[src/design/line_to_tile_rasterizer_defines.svh]
// Assertion helpers for the rasterizer RTL; only ltr_back includes them.
`ifndef LINE_TO_TILE_RASTERIZER_DEFINES_SVH
`define LINE_TO_TILE_RASTERIZER_DEFINES_SVH

// Condition holds in the same cycle.
`define LTR_ASSERT_NOW(lbl, clk, rstn, ante, cons, msg) \
    lbl: assert property (@(posedge clk) disable iff (!rstn) (ante) |-> (cons)) else $error(msg);

// Condition holds in the following cycle.
`define LTR_ASSERT_NEXT(lbl, clk, rstn, ante, cons, msg) \
    lbl: assert property (@(posedge clk) disable iff (!rstn) (ante) |=> (cons)) else $error(msg);

`endif

[src/design/ltr_pkg.sv]
`timescale 1ns / 1ps

package ltr_pkg;

    localparam logic [3:0] WALK_LIMIT = 4'd15;
    localparam logic [3:0] LAST_INDEX = 4'd15;
    localparam int         ERR_W      = 6;

    localparam logic signed [1:0] STEP_NONE = 2'sb00;
    localparam logic signed [1:0] STEP_POS  = 2'sb01;
    localparam logic signed [1:0] STEP_NEG  = 2'sb11;

    typedef struct packed {
        logic [2:0] start_x;
        logic [2:0] start_y;
        logic [2:0] end_x;
        logic [2:0] end_y;
    } t_line_req;

    typedef struct packed {
        logic [7:0] tile_byte;
        logic [3:0] byte_index;
        logic       last;
    } t_tile_beat;

    typedef struct packed {
        t_line_req          req;
        logic [2:0]         dx;
        logic [2:0]         dy;
        logic signed [1:0]  sx;
        logic signed [1:0]  sy;
    } t_line_job;

    typedef struct packed {
        logic full;
        logic empty;
    } t_q_status;

    typedef enum logic [1:0] {
        BK_IDLE,
        BK_WALK,
        BK_EMIT
    } t_back_state;

endpackage

[src/design/ltr_front.sv]
`timescale 1ns / 1ps

module ltr_front (
    input  logic                 i_clk,
    input  logic                 i_rst_n,
    input  logic                 start,
    output logic                 busy,
    input  ltr_pkg::t_line_req   i_req,
    input  ltr_pkg::t_q_status   i_q_status,
    output logic                 o_push,
    output ltr_pkg::t_line_job   o_job
);

    logic                r_valid;
    ltr_pkg::t_line_job  r_job;
    ltr_pkg::t_line_job  n_job;
    logic                accept;
    logic signed [3:0]   diff_x;
    logic signed [3:0]   diff_y;

    assign busy   = r_valid && i_q_status.full;
    assign accept = start && !busy;
    assign o_push = r_valid && !i_q_status.full;
    assign o_job  = r_job;

    always_comb begin
        diff_x    = $signed({1'b0, i_req.end_x}) - $signed({1'b0, i_req.start_x});
        diff_y    = $signed({1'b0, i_req.end_y}) - $signed({1'b0, i_req.start_y});
        n_job.req = i_req;
        n_job.dx  = diff_x[3] ? 3'(-diff_x) : diff_x[2:0];
        n_job.dy  = diff_y[3] ? 3'(-diff_y) : diff_y[2:0];
        n_job.sx  = (diff_x == 4'sd0) ? ltr_pkg::STEP_NONE
                  : (diff_x[3] ? ltr_pkg::STEP_NEG : ltr_pkg::STEP_POS);
        n_job.sy  = (diff_y == 4'sd0) ? ltr_pkg::STEP_NONE
                  : (diff_y[3] ? ltr_pkg::STEP_NEG : ltr_pkg::STEP_POS);
    end

    always_ff @(posedge i_clk) begin
        if (!i_rst_n) begin
            r_valid <= 1'b0;
        end else if (accept) begin
            r_valid <= 1'b1;
        end else if (o_push) begin
            r_valid <= 1'b0;
        end
    end

    always_ff @(posedge i_clk) begin
        if (accept) begin
            r_job <= n_job;
        end
    end

endmodule

[src/design/ltr_queue.sv]
`timescale 1ns / 1ps

module ltr_queue #(
    parameter int DEPTH = 2
) (
    input  logic                 i_clk,
    input  logic                 i_rst_n,
    input  logic                 i_push,
    input  ltr_pkg::t_line_job   i_data,
    input  logic                 i_pop,
    output ltr_pkg::t_line_job   o_data,
    output ltr_pkg::t_q_status   o_status
);

    localparam int PTR_W = (DEPTH > 1) ? $clog2(DEPTH) : 1;
    localparam int CNT_W = $clog2(DEPTH + 1);

    ltr_pkg::t_line_job  r_mem [DEPTH];
    logic [PTR_W-1:0]    r_wr_ptr;
    logic [PTR_W-1:0]    r_rd_ptr;
    logic [CNT_W-1:0]    r_count;

    assign o_status.full  = (r_count == CNT_W'(DEPTH));
    assign o_status.empty = (r_count == '0);
    assign o_data         = r_mem[r_rd_ptr];

    always_ff @(posedge i_clk) begin
        if (!i_rst_n) begin
            r_wr_ptr <= '0;
            r_rd_ptr <= '0;
            r_count  <= '0;
        end else begin
            if (i_push) begin
                r_wr_ptr <= (r_wr_ptr == PTR_W'(DEPTH - 1)) ? '0 : r_wr_ptr + 1'b1;
            end
            if (i_pop) begin
                r_rd_ptr <= (r_rd_ptr == PTR_W'(DEPTH - 1)) ? '0 : r_rd_ptr + 1'b1;
            end
            if (i_push && !i_pop) begin
                r_count <= r_count + 1'b1;
            end else if (i_pop && !i_push) begin
                r_count <= r_count - 1'b1;
            end
        end
    end

    always_ff @(posedge i_clk) begin
        if (i_push) begin
            r_mem[r_wr_ptr] <= i_data;
        end
    end

endmodule

[src/design/ltr_back.sv]
`timescale 1ns / 1ps
`include "line_to_tile_rasterizer_defines.svh"

module ltr_back (
    input  logic                 i_clk,
    input  logic                 i_rst_n,
    input  ltr_pkg::t_q_status   i_q_status,
    input  ltr_pkg::t_line_job   i_job,
    output logic                 o_pop,
    output logic                 o_strobe,
    output ltr_pkg::t_tile_beat  o_beat
);

    ltr_pkg::t_back_state          r_state;
    ltr_pkg::t_back_state          n_state;
    ltr_pkg::t_line_job            r_job;
    logic [2:0]                    r_px;
    logic [2:0]                    r_py;
    logic signed [ltr_pkg::ERR_W-1:0] r_err;
    logic signed [ltr_pkg::ERR_W-1:0] n_err;
    logic [3:0]                    r_steps;
    logic [3:0]                    r_idx;
    logic [7:0]                    r_rows [8];
    logic                          walking;
    logic signed [ltr_pkg::ERR_W:0] twice;
    logic                          step_x;
    logic                          step_y;
    logic [7:0]                    pix_mask;

    assign walking  = ((r_px != r_job.req.end_x) || (r_py != r_job.req.end_y))
                   && (r_steps != ltr_pkg::WALK_LIMIT);
    assign twice    = {r_err, 1'b0};
    assign step_x   = twice > ($signed((ltr_pkg::ERR_W + 1)'(0))
                    - $signed({{(ltr_pkg::ERR_W - 2){1'b0}}, r_job.dy}));
    assign step_y   = twice < $signed({{(ltr_pkg::ERR_W - 2){1'b0}}, r_job.dx});
    assign pix_mask = 8'h80 >> r_px;

    always_comb begin
        n_err = r_err;
        if (step_x) begin
            n_err = n_err - $signed({{(ltr_pkg::ERR_W - 3){1'b0}}, r_job.dy});
        end
        if (step_y) begin
            n_err = n_err + $signed({{(ltr_pkg::ERR_W - 3){1'b0}}, r_job.dx});
        end
    end

    always_comb begin
        n_state = r_state;
        unique case (r_state)
            ltr_pkg::BK_IDLE: begin
                if (!i_q_status.empty) begin
                    n_state = ltr_pkg::BK_WALK;
                end
            end
            ltr_pkg::BK_WALK: begin
                if (!walking) begin
                    n_state = ltr_pkg::BK_EMIT;
                end
            end
            ltr_pkg::BK_EMIT: begin
                if (r_idx == ltr_pkg::LAST_INDEX) begin
                    n_state = ltr_pkg::BK_IDLE;
                end
            end
            default: n_state = ltr_pkg::BK_IDLE;
        endcase
    end

    always_comb begin
        o_pop             = (r_state == ltr_pkg::BK_IDLE) && !i_q_status.empty;
        o_strobe          = (r_state == ltr_pkg::BK_EMIT);
        o_beat.tile_byte  = r_rows[r_idx[2:0]];
        o_beat.byte_index = r_idx;
        o_beat.last       = (r_idx == ltr_pkg::LAST_INDEX);
    end

    always_ff @(posedge i_clk) begin
        if (!i_rst_n) begin
            r_state <= ltr_pkg::BK_IDLE;
        end else begin
            r_state <= n_state;
        end
    end

    always_ff @(posedge i_clk) begin
        case (r_state)
            ltr_pkg::BK_IDLE: begin
                if (o_pop) begin
                    r_job   <= i_job;
                    r_px    <= i_job.req.start_x;
                    r_py    <= i_job.req.start_y;
                    r_err   <= $signed({{(ltr_pkg::ERR_W - 3){1'b0}}, i_job.dx})
                             - $signed({{(ltr_pkg::ERR_W - 3){1'b0}}, i_job.dy});
                    r_steps <= '0;
                    r_idx   <= '0;
                    for (int i = 0; i < 8; i++) begin
                        r_rows[i] <= '0;
                    end
                end
            end
            ltr_pkg::BK_WALK: begin
                r_rows[r_py] <= r_rows[r_py] | pix_mask;
                if (walking) begin
                    r_err   <= n_err;
                    r_steps <= r_steps + 4'd1;
                    if (step_x) begin
                        r_px <= r_px + 3'({r_job.sx[1], r_job.sx});
                    end
                    if (step_y) begin
                        r_py <= r_py + 3'({r_job.sy[1], r_job.sy});
                    end
                end
            end
            ltr_pkg::BK_EMIT: begin
                r_idx <= r_idx + 4'd1;
            end
            default: begin
                r_idx <= r_idx;
            end
        endcase
    end

    `LTR_ASSERT_NOW(a_pop_nonempty, i_clk, i_rst_n, o_pop, !i_q_status.empty, "pop from empty queue")
    `LTR_ASSERT_NOW(a_last_index, i_clk, i_rst_n, o_strobe && o_beat.last, o_beat.byte_index == ltr_pkg::LAST_INDEX, "last flag off final beat")
    `LTR_ASSERT_NEXT(a_beat_run, i_clk, i_rst_n, o_strobe && !o_beat.last, o_strobe && (o_beat.byte_index == 4'($past(o_beat.byte_index) + 4'd1)), "tile beats not contiguous")
    `LTR_ASSERT_NEXT(a_tile_start, i_clk, i_rst_n, (r_state == ltr_pkg::BK_WALK) && !walking, o_strobe && (o_beat.byte_index == 4'd0), "tile did not start at beat zero")

endmodule

[src/design/line_to_tile_rasterizer.sv]
`timescale 1ns / 1ps
// Flow: a taken start is registered in the front stage and pushed into the job queue; the
// single walk/emit back end pops it, walks n = max(|dx|, |dy|) <= 7 line steps, one per cycle,
// then emits a 16-beat tile, one beat per cycle, and then returns to idle to pull the next job.
// A two-entry job queue sits between front and back; busy rises only when it and the
// front stage are both full. Beats cannot be stalled. Reset (i_rst_n low, synchronous)
// empties the queue and idles both ends; no beat is in flight afterward.

module line_to_tile_rasterizer #(
    parameter int QUEUE_DEPTH = 2
) (
    input  logic                 i_clk,
    input  logic                 i_rst_n,
    input  logic                 start,
    output logic                 busy,
    input  ltr_pkg::t_line_req   i_req,
    output logic                 o_strobe,
    output ltr_pkg::t_tile_beat  o_beat
);

    ltr_pkg::t_q_status  q_status;
    ltr_pkg::t_line_job  push_job;
    ltr_pkg::t_line_job  pop_job;
    logic                push;
    logic                pop;

    ltr_front u_front (
        .i_clk      (i_clk),
        .i_rst_n    (i_rst_n),
        .start      (start),
        .busy       (busy),
        .i_req      (i_req),
        .i_q_status (q_status),
        .o_push     (push),
        .o_job      (push_job)
    );

    ltr_queue #(
        .DEPTH (QUEUE_DEPTH)
    ) u_queue (
        .i_clk    (i_clk),
        .i_rst_n  (i_rst_n),
        .i_push   (push),
        .i_data   (push_job),
        .i_pop    (pop),
        .o_data   (pop_job),
        .o_status (q_status)
    );

    ltr_back u_back (
        .i_clk      (i_clk),
        .i_rst_n    (i_rst_n),
        .i_q_status (q_status),
        .i_job      (pop_job),
        .o_pop      (pop),
        .o_strobe   (o_strobe),
        .o_beat     (o_beat)
    );

endmodule
[config.mk]
export PLATFORM = sky130hd
export DESIGN_NAME = line_to_tile_rasterizer
export DESIGN_NICKNAME = d
export VERILOG_FILES = /design/src/design/ltr_pkg.sv /design/src/design/ltr_front.sv /design/src/design/ltr_queue.sv /design/src/design/ltr_back.sv /design/src/design/line_to_tile_rasterizer.sv
export VERILOG_INCLUDE_DIRS = /design/src /design/src/design
export SDC_FILE = /design/constraint.sdc
export NUM_CORES = 1
export LEC_CHECK = 0
export ABC_AREA = 0
export BUFFER_PORTS_ARGS = -buffer_cell sky130_fd_sc_hd__buf_2
export CAP_MARGIN = 20
export CORE_MARGIN = 4
export CORE_UTILIZATION = 30
export CTS_CLUSTER_SIZE = 25
export DETAILED_ROUTE_END_ITERATION = 8
export PLACE_DENSITY_LB_ADDON = 0.15
export SYNTH_ARGS = -nofsm -noshare
export SYNTH_HDL_FRONTEND = slang
export SYNTH_SLANG_ARGS = --single-unit
[constraint.sdc]
create_clock -name i_clk -period 6.88 [get_ports i_clk]
set_input_delay 1.032 -clock i_clk [delete_from_list [all_inputs] [get_ports i_clk]]
set_output_delay 1.032 -clock i_clk [all_outputs]
set_load 0.01 [all_outputs]
# Word level (Yosys, flattened, before mapping)
# Memory sizes are Yosys's and may differ from the RTL's. A register that Yosys moved wholly into a read port is not among the register bits.
# Cells that the tools add are included.
[op_classes] n_addsub=16 order_cmp=2 n_eq_ne=14 n_shift=1 mux=45 n_bitwise=1 reduce_logical=28
[ops] op="$mux 3" n=11
[ops] op="$mux 6" n=4
[ops] op="$pmux 4 s2" n=2
[ops] op="$mux 1" n=14
[ops] op="$mux 2" n=7
[ops] op="$pmux 3 s2" n=2
[ops] op="$pmux 6 s2" n=1
[ops] op="$sub 3x3->4" n=3
[ops] op="$add 4x1->4 const B" n=2
[ops] op="$logic_not 4->1" n=2
[ops] op="$mux 4" n=2
[ops] op="$mux 8" n=1
[ops] op="$ne 2x1->1 const B" n=4
[ops] op="$or 8x8->8" n=1
[ops] op="$reduce_and 4->1" n=2
[ops] op="$reduce_bool 2->1" n=4
[ops] op="$reduce_or 8->1" n=1
[ops] op="$shr 8x3->8 const A" n=1
[ops] op="$gt 7x7->1" n=1
[ops] op="$logic_and 1x1->1" n=7
[ops] op="$lt 7x4->1" n=1
[ops] op="$add 3x3->3" n=2
[ops] op="$add 6x4->6" n=1
[ops] op="$ne 2x2->1 const B" n=3
[ops] op="other kinds (17)" n=28
[totals] register_bits=65 ramBits=108 input_bits=15 elab_cells=133 mem_count=2
[memory_table] memory="u_back.r_rows" depth=8 width=8 rd=2 rd_ports_with_merged_regs=2 wr=8 line="ltr_back.sv:23" source="logic [7:0] r_rows [8];"
[memory_table] memory="u_queue.r_mem" depth=2 width=22 rd=1 rd_ports_with_merged_regs=1 wr=1 line="ltr_queue.sv:18" source="ltr_pkg::t_line_job r_mem [DEPTH];"

# Longest topological paths before layout
[logic_depth] word_depth=7 ltp_mapped=15 depth_no_buf=15

# By module
# A second synthesis with hierarchy kept.
[unflattened] cells_unflattened=604 hier_area_um2=8684.6
[by_module_without_submodules] module="ltr_back" instances=1 cells_each=443 area_each_um2=5830.6 seq_area_each_um2=3163.0
[by_module_without_submodules] module="ltr_queue" instances=1 cells_each=90 area_each_um2=1798.0 seq_area_each_um2=1421.4
[by_module_without_submodules] module="ltr_front" instances=1 cells_each=71 area_each_um2=1056.0 seq_area_each_um2=680.7

# Least setup slack after synthesis
# OpenSTA, ideal clock, no wires.
[synth_timing] path_kind="reg2reg" startpoint="reg u_back.r_job[6] in the netlist's numbering" endpoint="reg u_back.r_err[5] in the netlist's numbering, data pin" t_arrival_ps=3287 required_time_ps=6722 setup_slack_ps=3435 path_stages_with_launch=13 n_path_buf=0 synth_period_minus_slack_ps=3445 cell_sequence="edfxtp_1 -> nor3_1 -> ha_1 -> a21oi_1 -> o21ai_1 -> o21ai_0 -> mux2_2 -> ha_1 -> a21o_1 -> a21oi_1 -> or2_2 -> or3_1 -> o211ai_1"
[synth_between] elab_chain_cells=7 word_cells_on_any_way=8 classes_between="add/sub: 3; order compare: 1; mux: 4"
[synth_lines] element="start: declaration" line="ltr_back.sv:16" source="ltr_pkg::t_line_job r_job;"
[synth_lines] element="start signal: assignment" line="ltr_back.sv:90" source="r_job <= i_job;"
[synth_lines] element="$sub 1x3->4" line="ltr_back.sv:34" source="- $signed({{(ltr_pkg::ERR_W - 2){1'b0}}, r_job.dy}));"
[synth_lines] element="$gt 7x7->1" line="ltr_back.sv:33" source="assign step_x = twice > ($signed((ltr_pkg::ERR_W + 1)'(0))"
[synth_lines] element="$mux 6 *" line="ltr_back.sv:40" source="if (step_x) begin"
[synth_lines] element="$add 6x4->6" line="ltr_back.sv:44" source="n_err = n_err + $signed({{(ltr_pkg::ERR_W - 3){1'b0}}, r_job.dx});"
[synth_lines] element="$mux 6 *" line="ltr_back.sv:43" source="if (step_y) begin"
[synth_lines] element="$mux 6 *" line="ltr_back.sv:104" source="if (walking) begin"
[synth_lines] element="$pmux 6 s2 *" line="ltr_back.sv:87" source="case (r_state)"
[synth_lines] element="end signal: assignment" line="ltr_back.sv:93" source="r_err <= $signed({{(ltr_pkg::ERR_W - 3){1'b0}}, i_job.dx})"
[synth_lines] element="end signal: assignment" line="ltr_back.sv:105" source="r_err <= n_err;"
[synth_lines] element="end: declaration" line="ltr_back.sv:19" source="logic signed [ltr_pkg::ERR_W-1:0] r_err;"
# Every way passes the cells marked *; elsewhere a longest branch is shown, timed or not. The select of a mux whose other input is x is not followed.
# A chain may end at the register's enable or synchronous reset.

# Worst setup path after layout
# Same ends and word-level chain as after synthesis.

==> impl_results.md <==
- Largest net degree at the start of global routing: 25
- Antenna diodes: 0
- Core area: 0.0282 mm2
- Longest Clk Path Bufs: 2
- Dominant synthesized flop cell: edfxtp_1
- Tightest Pin Transition: 1.00 ns
- Post-detail-place hpwl: 12.7 mm
- I/O pin cnt: 30
- Total Power: 5.26 mW
- Multi-input logic area: 0.00317 mm2
- Fmax: 0.252 GHz
- First-pass GRT wire length: 29.3 mm
- Vias in the first global route: 5031
- Root Driver: clkbuf_16
- Hold_buf cts: 0
- Synth area leader: edfxtp_1
- Final hold violation count: 0
- Clock latency on the worst-skew pair: 0.44 ns
- Max cap viols: 0
- Area growth, synth to finish: 14.1%
- WP data arrival: 4.14 ns
- WL/cell: 18.1 um
- Post-synth ARST share: 0
- Routed WL: 18.5 mm
- DRC viols: 0
- Yosys reg bits: 180
- Die area: 0.0317 mm2
- Sum of negative setup slack: 0 ns
- Period Utilization, post-route: 0.577
- DR pass1 iterations: 4
- Die height: 178 um
- PortBufs: 29
- Most frequent cells in the layout: 166 x edfxtp_1, 85 x nor2_1, 39 x inv_1
- Fin nets: 688
- Worst hold path class: register to register
- Yosys warnings: 0
- Critical path startpoint category: register
- Final hold slack: 0.445 ns
- Die Width: 178 um
- TritonCTS Buffers: 17
- Syn_nets: 654
- Post-synth cell types: 50
- Placed inst area: 0.00924 mm2
- Area occupied by registers: 0.00527 mm2
- Post_cts resized: 0
- Final setup vio count: 0
- Status: complete, no violations
- Routed Antenna Nets: 0
- Vias per cell: 4.65
- Reg clk slew, reported paths: 0.08 ns
- Seq/Total Area, Yosys: 0.607
- Clock sinks: 180
- Fin area: 0.00989 mm2
- Layout cell share with drive strength beyond 1: 0.218
- Avg Cell Area, Syn: 14.4 um2
- Pleak: 3.58 nW
- Total global-route track usage: 0.124
- Initial Util: 0.308
- EDFF count, synth: 166
- Gp weighted congestion: 0.773
- Non-Filler Instances: 1026
- RSZ-0062 raised after global routing: false
- Most common cell after layout, fill and taps aside: edfxtp_1
- Final Slew Violations: 0
- Pwr/cell area: 532 mW/mm2
- Synth area leaders: edfxtp_1 57%, mux4_2 8.3%, ha_1 4.5%, nor2_1 3.7%, dfxtp_1 3.2%
- # rows: 61
- Clock skew: 0.0175 ns
- Max transition margin: 0.328
- Htree depth: 4
- Cell Area, Synth: 0.00867 mm2
- Worst-path maximum fanout: 7
- Crit path kind: register to register
- Synthesized instance count: 601
- Peak supply drop: 0.206 mV
- Placed Cells: 993
- Filler instances: 2745
- TritonCTS clock tree: yes
- GR Overflow Total: 0
- Top cell type's share of synthesized area: 0.575
- Drt first-iter violations: 299
- Setup Fix Bufs, Post-CTS: 0
- Critical Path RT: 7.05 ns
- Initial antenna violation count: 0
- Vias: 4774
- CP endpoint kind: register
- Post-layout min period: 3.97 ns
[critical path, cell delays in order (launching register included)]
cell and delay [ns]:
edfxtp_1 0.44, nor3_1 0.45, ha_1 0.41, a21oi_1 0.18, o21ai_1 0.12, o21ai_0 0.50
mux2_2 0.45, ha_1 0.28, a21o_1 0.10, a21oi_1 0.05, or2_2 0.30, o311ai_1 0.28
o211ai_1 0.14
[cells in the mapped netlist, types with 6 or more instances]
cell and instances:
and2_1 6, nor2b_1 15, o21ai_0 12, inv_1 39
xnor2_1 15, fa_1 7, edfxtp_1 166, nand3_1 11
nand2_1 24, mux2i_1 11, a21o_1 8, mux2_2 24
clkbuf_1 10, dfxtp_1 14, ha_1 31, a21oi_1 13
nor2_1 86, mux4_2 32, xor2_1 13
[report_power, final]
group | total [mW] | switching, mW | internal (mW) | leakage (nW)
Combinational | 2.23 | 1.28 | 0.948 | 1.58
Clock | 1.01 | 0.482 | 0.530 | 0.304
Sequential | 2.02 | 0.301 | 1.72 | 1.69
Total | 5.26 | 2.06 | 3.20 | 3.58
[per-stage QoR]
step	util	setup slack (ns)
2_1_floorplan	-	3.44
3_3_place_gp	0.328	3.10
3_5_place_dp	0.328	2.97
4_1_cts	0.350	2.97
5_1_grt	0.351	2.75
6_report	0.351	2.91
[layout make-up]
class                           instances  area share
Clock inverter                         15      0.0197
Inverter                               39      0.0148
Timing Repair Buffer                   36      0.0218
Sequential cell                       180       0.532
Multi-Input combinational cell        361       0.320
Tap cell                              378      0.0478
Clock buffer                           17      0.0430
[state kept, by name, summed over array words and instances, names as in the netlist, named ones only]
name,flops
u_back.r_idx,4
u_back.r_px,3
u_queue.r_rd_ptr,1
u_queue.r_count,2
u_back.r_err,6
u_queue.r_mem,44
u_back.r_steps,4
u_front.o_job,22
u_back.r_rows,64
u_front.r_valid,1
u_back.r_job,16
u_back.r_py,3
u_back.r_state,2
u_queue.r_wr_ptr,1
[logic make-up (layout without fill, tap and decap cells)]
group                    Yosys count  count (layout)  share of synthesized area
flip-flops                       180             180                      0.607
AND/OR/NAND/NOR                  161             161                     0.0828
multiplexers                      69              69                      0.130
AO/OA/AOI/OAI                     64              64                     0.0615
buffers and inverters             60             107                     0.0279
adder cells (fa/ha/maj)           38              38                     0.0609
XOR/XNOR                          29              29                     0.0302
[final timing paths]
path	start	to	slack (ns)	cells after the start
max reg2reg	u_back.r_job[6]	u_back.r_err[5]	2.91	12
min	u_front.o_job[8]	u_queue.r_mem[0][8]	0.45	0
max	u_back.r_job[6]	u_back.r_err[5]	2.91	12
min reg2reg	u_front.o_job[8]	u_queue.r_mem[0][8]	0.45	0
[per-layer routing]
layer,global-route usage,part of all wire
met5,0,0
met4,0.0387,0.014
met3,0.0225,0.032
met2,0.208,0.50
met1,0.163,0.45
Note: power is estimated with default switching activity, not from simulation.
